===== config.mk =====
export PLATFORM = sky130hd
export DESIGN_NAME = calendar_date_adder_unit
export DESIGN_NICKNAME = d
export VERILOG_FILES = /design/src/hdl/cda_pkg.sv /design/src/hdl/calendar_date_adder_unit.sv /design/src/hdl/cda_div_unit.sv
export SDC_FILE = /design/constraint.sdc
export NUM_CORES = 1
export LEC_CHECK = 0
export BUFFER_PORTS_ARGS = -buffer_cell sky130_fd_sc_hd__clkbuf_2
export CORE_MARGIN = 1.5
export CORE_UTILIZATION = 55
export DETAILED_ROUTE_END_ITERATION = 8
export MAX_ROUTING_LAYER = met4
export PLACE_DENSITY = 0.72
export SYNTH_ARGS = -nofsm -noshare
export SYNTH_HDL_FRONTEND = slang
export SYNTH_SLANG_ARGS = --single-unit

===== constraint.sdc =====
create_clock -name clk -period 8.4 [get_ports clk]
set_clock_uncertainty 0.15 [all_clocks]
set_input_delay 1.26 -clock clk [delete_from_list [all_inputs] [get_ports clk]]
set_output_delay 1.26 -clock clk [all_outputs]
set_load 0.02 [all_outputs]

===== src/hdl/cda_pkg.sv =====
// types, opcodes and calendar helpers shared by the calendar date adder
package cda_pkg;

	localparam logic [1:0] OP_LOAD       = 2'd0;
	localparam logic [1:0] OP_ADD_DAYS   = 2'd1;
	localparam logic [1:0] OP_ADD_MONTHS = 2'd2;
	localparam logic [1:0] OP_ADD_YEARS  = 2'd3;

	localparam int RESET_YEAR = 2021;

	// rounded-up reciprocals: x/12 = (x*RECIP_BY12) >> 27 for x below 2^25,
	// x/25 = (x*RECIP_BY25) >> 32 for x below 2^28
	localparam logic [27:0] RECIP_BY12 = 28'd11184811;
	localparam logic [27:0] RECIP_BY25 = 28'd171798692;

	typedef struct packed {
		logic [1:0]  opcode;
		logic [15:0] load_year;
		logic [3:0]  load_month;
		logic [4:0]  load_day;
		logic [15:0] amount;
	} req_t;

	typedef struct packed {
		logic [15:0] cur_year;
		logic [3:0]  cur_month;
		logic [4:0]  cur_day;
	} rsp_t;

	typedef struct packed {
		logic start;
		logic mod400;
	} div_ctl_t;

	// leap test from the year's remainder modulo 400
	function automatic logic is_leap(input logic [8:0] r);
		logic century;
		century = (r == 9'd100) || (r == 9'd200) || (r == 9'd300);
		return (r[1:0] == 2'b00) && !century;
	endfunction

	function automatic logic [4:0] days_in_month(input logic [3:0] month, input logic leap);
		logic [4:0] len;
		case (month)
			4'd2: begin
				len = leap ? 5'd29 : 5'd28;
			end
			4'd4, 4'd6, 4'd9, 4'd11: begin
				len = 5'd30;
			end
			default: begin
				len = 5'd31;
			end
		endcase
		return len;
	endfunction

endpackage


===== src/hdl/calendar_date_adder_unit.sv =====
// calendar date adder: date registers, sequencer and month-stepping day loop
// load and add years go straight from idle to the output state; add months passes the divider first,
// add days passes the divider and then the day loop
// the day loop steps one month per cycle
// one item at a time: the next beat is taken once the previous result has moved to the output register
// reset: date goes to 2021-01-01, sequencer idle, no output beat pending
module calendar_date_adder_unit #(
	parameter int YEAR_BITS   = 16,
	parameter int AMOUNT_BITS = 16
) (
	input  logic          clk,
	input  logic          arst_n,
	input  logic          req_valid,
	output logic          req_ready,
	input  cda_pkg::req_t req,
	output logic          rsp_valid,
	input  logic          rsp_ready,
	output cda_pkg::rsp_t rsp
);

	localparam int RW = AMOUNT_BITS + 1;
	localparam int DW = (YEAR_BITS > AMOUNT_BITS) ? YEAR_BITS : AMOUNT_BITS + 1;

	localparam logic [1:0] ST_IDLE = 2'd0;
	localparam logic [1:0] ST_DIV  = 2'd1;
	localparam logic [1:0] ST_DAYS = 2'd2;
	localparam logic [1:0] ST_OUT  = 2'd3;

	logic [1:0]           state_q;
	logic [1:0]           op_q;
	logic [YEAR_BITS-1:0] year_q;
	logic [3:0]           month_q;
	logic [4:0]           day_q;
	logic [RW-1:0]        rem_q;
	logic [8:0]           r400_q;
	cda_pkg::rsp_t        rsp_q;
	logic                 rsp_valid_q;

	logic                           accept;
	logic [YEAR_BITS+15:0]          ly_ext;
	logic [AMOUNT_BITS+15:0]        amt_ext;
	logic [AMOUNT_BITS-1:0]         amt;
	logic [YEAR_BITS+AMOUNT_BITS-1:0] yadd;
	logic [3:0]                     ld_month;
	logic [4:0]                     ld_day;
	logic [3:0]                     m0;
	logic [RW-1:0]                  tot;
	logic [DW+RW-1:0]               tot_ext;
	logic [DW+YEAR_BITS-1:0]        yr_ext;
	logic [YEAR_BITS+15:0]          yr_out;
	cda_pkg::div_ctl_t              div_ctl;
	logic [DW-1:0]                  dividend;
	logic                           div_done;
	logic [DW-1:0]                  quot;
	logic [8:0]                     drem;
	logic                           leap;
	logic [4:0]                     len;
	logic [RW:0]                    sum;
	logic [RW:0]                    len_ext;
	logic                           fits;
	logic [RW:0]                    rem_nx;
	logic                           out_free;

	assign accept   = req_valid && req_ready;
	assign req_ready = (state_q == ST_IDLE);
	assign out_free = !rsp_valid_q || rsp_ready;

	assign ly_ext  = {{YEAR_BITS{1'b0}}, req.load_year};
	assign amt_ext = {{AMOUNT_BITS{1'b0}}, req.amount};
	assign amt     = amt_ext[AMOUNT_BITS-1:0];
	assign yadd    = {{AMOUNT_BITS{1'b0}}, year_q} + {{YEAR_BITS{1'b0}}, amt};

	always_comb begin
		ld_month = req.load_month;
		if (ld_month == 4'd0) begin
			ld_month = 4'd1;
		end else if (ld_month > 4'd12) begin
			ld_month = 4'd12;
		end
		ld_day = (req.load_day == 5'd0) ? 5'd1 : req.load_day;
	end

	// months op: (month-1)+amount, divided by 12
	assign m0      = month_q - 4'd1;
	assign tot     = {1'b0, amt} + {{(RW-4){1'b0}}, m0};
	assign tot_ext = {{DW{1'b0}}, tot};
	assign yr_ext  = {{DW{1'b0}}, year_q};

	assign div_ctl.start  = accept && ((req.opcode == cda_pkg::OP_ADD_MONTHS) ||
		(req.opcode == cda_pkg::OP_ADD_DAYS));
	assign div_ctl.mod400 = (req.opcode == cda_pkg::OP_ADD_DAYS);
	assign dividend = (req.opcode == cda_pkg::OP_ADD_DAYS) ? yr_ext[DW-1:0] : tot_ext[DW-1:0];

	cda_div_unit #(
		.DW(DW)
	) u_div (
		.clk      (clk),
		.arst_n   (arst_n),
		.ctl      (div_ctl),
		.dividend (dividend),
		.done     (div_done),
		.quotient (quot),
		.remainder(drem)
	);

	// day loop: one month per cycle
	assign leap    = cda_pkg::is_leap(r400_q);
	assign len     = cda_pkg::days_in_month(month_q, leap);
	assign sum     = {1'b0, rem_q} + {{(RW-4){1'b0}}, day_q};
	assign len_ext = {{(RW-4){1'b0}}, len};
	assign fits    = sum <= len_ext;
	assign rem_nx  = sum - len_ext - {{RW{1'b0}}, 1'b1};

	always_ff @(posedge clk or negedge arst_n) begin
		if (!arst_n) begin
			state_q     <= ST_IDLE;
			op_q        <= cda_pkg::OP_LOAD;
			year_q      <= YEAR_BITS'(cda_pkg::RESET_YEAR);
			month_q     <= 4'd1;
			day_q       <= 5'd1;
			rsp_valid_q <= 1'b0;
		end else begin
			if (state_q == ST_OUT && out_free) begin
				rsp_valid_q <= 1'b1;
			end else if (rsp_ready) begin
				rsp_valid_q <= 1'b0;
			end
			case (state_q)
				ST_IDLE: begin
					if (accept) begin
						op_q <= req.opcode;
						case (req.opcode)
							cda_pkg::OP_LOAD: begin
								year_q  <= ly_ext[YEAR_BITS-1:0];
								month_q <= ld_month;
								day_q   <= ld_day;
								state_q <= ST_OUT;
							end
							cda_pkg::OP_ADD_YEARS: begin
								year_q  <= yadd[YEAR_BITS-1:0];
								state_q <= ST_OUT;
							end
							default: begin
								state_q <= ST_DIV;
							end
						endcase
					end
				end
				ST_DIV: begin
					if (div_done) begin
						if (op_q == cda_pkg::OP_ADD_MONTHS) begin
							year_q  <= year_q + quot[YEAR_BITS-1:0];
							month_q <= drem[3:0] + 4'd1;
							state_q <= ST_OUT;
						end else begin
							state_q <= ST_DAYS;
						end
					end
				end
				ST_DAYS: begin
					if (fits) begin
						day_q   <= sum[4:0];
						state_q <= ST_OUT;
					end else begin
						day_q <= 5'd1;
						if (month_q == 4'd12) begin
							month_q <= 4'd1;
							year_q  <= year_q + YEAR_BITS'(1);
						end else begin
							month_q <= month_q + 4'd1;
						end
					end
				end
				ST_OUT: begin
					if (out_free) begin
						state_q <= ST_IDLE;
					end
				end
				default: begin
					state_q <= ST_IDLE;
				end
			endcase
		end
	end

	// day count and year remainder modulo 400 for the day loop
	always_ff @(posedge clk) begin
		if (accept) begin
			rem_q <= {1'b0, amt};
		end else if (state_q == ST_DAYS && !fits) begin
			rem_q <= rem_nx[RW-1:0];
		end
		if (state_q == ST_DIV && div_done) begin
			r400_q <= drem;
		end else if (state_q == ST_DAYS && !fits && month_q == 4'd12) begin
			if ((&year_q) || (r400_q == 9'd399)) begin
				r400_q <= '0;
			end else begin
				r400_q <= r400_q + 9'd1;
			end
		end
	end

	assign yr_out = {16'd0, year_q};

	always_ff @(posedge clk) begin
		if (state_q == ST_OUT && out_free) begin
			rsp_q.cur_year  <= yr_out[15:0];
			rsp_q.cur_month <= month_q;
			rsp_q.cur_day   <= day_q;
		end
	end

	assign rsp_valid = rsp_valid_q;
	assign rsp       = rsp_q;

`ifndef SYNTHESIS
	a_month_range: assert property (@(posedge clk) disable iff (!arst_n)
		(month_q != 4'd0) && (month_q <= 4'd12))
		else $error("month register out of range");

	a_day_nonzero: assert property (@(posedge clk) disable iff (!arst_n)
		day_q != 5'd0)
		else $error("day register is zero");

	a_div_done_state: assert property (@(posedge clk) disable iff (!arst_n)
		div_done |-> (state_q == ST_DIV))
		else $error("divider finished outside the divide state");

	a_cycle_rem_range: assert property (@(posedge clk) disable iff (!arst_n)
		(state_q == ST_DAYS) |-> (r400_q < 9'd400))
		else $error("year remainder out of range in day loop");

	a_out_load: assert property (@(posedge clk) disable iff (!arst_n)
		(state_q == ST_OUT && out_free) |=> (rsp_valid_q && rsp_q.cur_day == day_q))
		else $error("result beat not loaded from date registers");
`endif

endmodule


===== src/hdl/cda_div_unit.sv =====
// shared reciprocal-multiply divider by 12 or by 400; the start flag is registered in mul_q and then done_q
module cda_div_unit #(
	parameter int DW = 17
) (
	input  logic              clk,
	input  logic              arst_n,
	input  cda_pkg::div_ctl_t ctl,
	input  logic [DW-1:0]     dividend,
	output logic              done,
	output logic [DW-1:0]     quotient,
	output logic [8:0]        remainder
);

	logic [31:0] num_q;
	logic        mod400_q;
	logic        mul_q;
	logic        done_q;
	logic [23:0] quo_q;

	logic [55:0] mul_a;
	logic [55:0] mul_b;
	logic [55:0] prod;
	logic [23:0] quo;
	logic [8:0]  q9;
	logic [8:0]  qd9;
	logic [31:0] quo_ext;

	// x/400 taken as (x/16)/25
	assign mul_a = mod400_q ? {28'd0, num_q[31:4]} : {31'd0, num_q[24:0]};
	assign mul_b = {28'd0, (mod400_q ? cda_pkg::RECIP_BY25 : cda_pkg::RECIP_BY12)};
	assign prod  = mul_a * mul_b;
	assign quo   = mod400_q ? prod[55:32] : prod[50:27];

	// remainder is below 400, so nine bits of quotient times divisor suffice
	assign q9  = quo_q[8:0];
	assign qd9 = mod400_q ? ({q9[0], 8'd0} + {q9[1:0], 7'd0} + {q9[4:0], 4'd0}) :
		({q9[5:0], 3'd0} + {q9[6:0], 2'd0});

	always_ff @(posedge clk or negedge arst_n) begin
		if (!arst_n) begin
			mul_q  <= 1'b0;
			done_q <= 1'b0;
		end else begin
			mul_q  <= ctl.start;
			done_q <= mul_q;
		end
	end

	always_ff @(posedge clk) begin
		if (ctl.start) begin
			num_q    <= 32'(dividend);
			mod400_q <= ctl.mod400;
		end
		if (mul_q) begin
			quo_q <= quo;
		end
	end

	assign quo_ext   = {8'd0, quo_q};
	assign done      = done_q;
	assign quotient  = quo_ext[DW-1:0];
	assign remainder = num_q[8:0] - qd9;

endmodule


==> reports/results.tsv <==
stage	metric	value	unit
sta	period_needed	7.89	ns
detailed_routing	vias_per_cell	5.51	
worst_setup_path	critical_path_start_end_classification	flip-flop to flip-flop	
logic_synthesis	synthDistinctLibCells	77	
logic_synthesis	synthMostInstantiatedCell	inv_1	
run_status	status	completed	
clock_network	worstSkewPairLatency	0.42	ns
floorplan	die_h	184	um
power_and_ir_drop	irDropWorstVdd	128	uV
logic_synthesis	synthesis.yosys.warnings	0	
global_route	gr-total-overflow	0	
power_and_ir_drop	seq_power_share	0.358	
place	place.gp.congestion	1.06	
final_layout	multi_input_comb_area	0.0128	mm2
sta	timing_worst_slew_pin_value	1.23	ns
sta	period_share	0.939	
floorplan	die_area	0.0337	mm2
final_layout	areaGrowthSynthToFinish	8.27	%
floorplan	core_area	0.0318	mm2
worst_setup_path	crit_path_max_incr_delay	0.57	ns
clock_network	cts_resized	0	
worst_setup_path	crit_arrival	7.91	ns
power_and_ir_drop	power.static_leakage	9.98	nW
detailed_routing	drt_pass1_iterations	5	
min_path	min_delay_path_class	flip-flop to flip-flop	
clock_network	post_cts_setup_buffer_count	0	
clock_network	clkSlewWorstSetupHoldPaths	0.06	ns
power_and_ir_drop	power.switching_fraction	0.299	
floorplan	floorplan.io_pins	74	
sta	max_freq	127	MHz
worst_setup_path	timing.critical_path.required	8.42	ns
power_and_ir_drop	pwr-share-comb	0.206	
sta	rsz0062_at_grt	no	
final_layout	antenna_cells_inserted	0	
global_route	total_routing_resource_utilization_after_global_routing	0.306	
place	hpwlAfterDp	40500	um
global_route	via_count_of_the_first_global_routing_pass	13900	
worst_setup_path	cp_top_family	adder cells	
worst_setup_path	timing.critical_path.slowest_stage_cell	fa_1	
sta	final.hold.worst_slack	0.329	ns
clock_network	cts_inserted_buffers	17	
worst_setup_path	cp.buffers_inverters	7	
logic_synthesis	syn-mean-instance-area	9.38	um2
floorplan	die_span_in_x	184	um
power_and_ir_drop	switching_power	521	uW
logic_synthesis	synth_edf_count	84	
sta	setup_total_negative_slack	0	ns
global_route	grt_first_pass_wirelength	75700	um
logic_synthesis	synth.ff_latch_count	117	
clock_network	cts_sinks	117	
worst_setup_path	timing.reg2reg.setup_slack	0.51	ns
detailed_routing	num_vias	13400	
logic_synthesis	synth_top_area_frac	0.256	
final_layout	final_cell_area	0.0194	mm2
logic_synthesis	syn-cell-area	0.0179	mm2
place	port_buffers	73	
final_layout	fillCellCount	2761	
sta	worst_slew_slack_as_a_fraction_of_its_limit	0.170	
power_and_ir_drop	pwr_density_cell	89.8	mW/mm2
detailed_routing	drtAntennaViolNets	0	
global_route	antenna_violations_before_repair	0	
floorplan	start_util	0.564	
worst_setup_path	cp-end-kind	flip-flop	
detailed_routing	wire_per_inst	19.3	um
power_and_ir_drop	share_clk_of_total_power	0.437	
logic_synthesis	number_of_cells_produced_by_synthesis	1910	
worst_setup_path	worst-path-max-fanout	43	
power_and_ir_drop	power_report.internal_total	1.22	mW
detailed_routing	sum_of_routed_wire_length_over_all_layers	47100	um
sta	final_max_slew_viol_count	0	
final_layout	final_net_count	2513	
logic_synthesis	synth_commonest_cells	inv_1 (435), ha_1 (249), fa_1 (229)	
logic_synthesis	ys_dominant_reg_cell	edfxtp_1	
clock_network	tritoncts_clock_tree	done	
clock_network	cts_root_buffer	clkbuf_16	
worst_setup_path	worstSetupStartpointType	flip-flop	
logic_synthesis	yosys.area.top_type	fa_1	
final_layout	ff_latch_area	0.00336	mm2
place	placement.cell_area	0.0188	mm2
detailed_routing	drtIter0Drc	871	
clock_network	ctsLongestPathBuffers	2	
logic_synthesis	synth_sequential_area_ratio	0.187	
flow_run	maxCapViolations	0	
sta	setup_viol_count_final	0	
detailed_routing	detail_route.drc_violations	0	
clock_network	ctsHtreeMaxLevel	4	
logic_synthesis	synth_top_cells_by_area	fa_1 (26%), ha_1 (17%), edfxtp_1 (14%)	
floorplan	core.rowCount	65	
sta	hold_viol	0	
global_route	largest_net_degree_at_the_start_of_global_routing	44	
logic_synthesis	synth-async-reset-ratio	0.274	
final_layout	post_route_cells_drive_above_1_share	0.0800	
clock_network	hold_buffers	0	
-- layout by cell type (no fill, tap or decap), drive strengths merged, types with 14 or more instances in the layout --
cell      n
nand3    26
and3     15
fa      229
conb     29
dfrtp    22
nor2b    37
nand2   140
inv     444
mux2     14
xnor2    60
nand2b   24
nor2     82
o21ai    92
a21o     23
nor3     18
mux2i    14
a21oi    94
xor2     41
clkbuf   90
ha      249
edfxtp   84
-- registers in the layout (all words and copies together) (netlist names) --
| register | cells |
|---|---|
| state_q | 2 |
| year_q | 16 |
| rem_q | 17 |
| r400_q | 9 |
| rsp | 25 |
| month_q | 4 |
| u_div.done | 1 |
| u_div.mul_q | 1 |
| u_div.mod400_q | 1 |
| day_q | 5 |
| rsp_valid | 1 |
| u_div.num_q | 17 |
| op_q | 2 |
| u_div.quo_q | 16 |
-- power groups by stage --
stage | Sequential (mW) | Clock (mW) | Combinational (mW)
after floorplan | 0.635 | 0 | 0.252
after global placement | 0.635 | 0 | 0.347
after detailed placement | 0.635 | 0 | 0.351
after CTS | 0.623 | 0.768 | 0.355
after global routing | 0.623 | 0.796 | 0.407
final | 0.623 | 0.761 | 0.358
-- cell families (layout without fill, tap and decap cells) --
group | Yosys count | count (layout) | synth area share
adder cells (fa/ha/maj) | 478 | 478 | 0.430
multiplexers | 28 | 28 | 0.0179
AO/OA/AOI/OAI | 304 | 304 | 0.105
XOR/XNOR | 101 | 101 | 0.0494
other | 2 | 29 | 0.000419
AND/OR/NAND/NOR | 396 | 396 | 0.108
buffers and inverters | 484 | 548 | 0.102
flip-flops | 117 | 117 | 0.187
-- per-stage QoR --
step                      power [mW]  worst slack (ns)   util  cells
after floorplan                0.887              1.31      -   1937
after global placement         0.982             0.651  0.591   2404
after detailed placement       0.986             0.617  0.591   2404
after CTS                       1.75             0.553  0.610   2436
after global routing            1.83             0.141  0.610   2436
final                           1.74             0.510  0.610   2436
-- area by class of cell --
| type | instances | share of cell area |
|---|---|---|
| Clock buffer | 17 | 0.0219 |
| Clock inverter | 15 | 0.00954 |
| Inverter | 435 | 0.0842 |
| Multi-Input combinational cell | 1336 | 0.661 |
| Sequential cell | 117 | 0.173 |
| Tap cell | 435 | 0.0281 |
| Timing Repair Buffer | 81 | 0.0219 |
-- per-layer routing --
metal  track usage  vias to the layer above  routed length (um)
met3        0.0368                       89                2920
met2         0.506                      436               22800
met4        0.0970                        0                1430
met5             -                        -                   0
met1         0.393                     6583               20000
li1              -                     6303                   -
-- path summary, 6_finish.rpt --
| kind | startpoint | end | cells past startpoint |
|---|---|---|---|
| setup reg to reg | u_div.mod400_q | u_div.quo_q[10] | 25 |
| hold reg to reg | op_q[0] | op_q[0] | 2 |
| max in group asynchronous | arst_n | u_div.mul_q | 1 |
| hold / removal | op_q[0] | op_q[0] | 2 |
| min in group asynchronous | arst_n | day_q[1] | 1 |
| setup / recovery | u_div.mod400_q | u_div.quo_q[10] | 25 |
-- worst register-to-register path, cell delays in order (launching register included) --
cell      delay (ns)
edfxtp_1        0.47
buf_4           0.45
nand2b_1        0.24
inv_1           0.18
nor2_1          0.22
inv_1           0.16
fa_1            0.54
inv_1           0.05
fa_1            0.44
fa_1            0.57
inv_1           0.05
fa_1            0.48
fa_1            0.56
inv_1           0.06
fa_1            0.54
inv_1           0.05
ha_1            0.34
nand2_1         0.12
or4_1           0.54
nand2b_1        0.18
a211o_1         0.30
a21o_1          0.21
a21oi_1         0.26
nor3_1          0.11
xnor2_1         0.14
mux2_2          0.27
No activity file was read; power rests on OpenSTA's default activity.
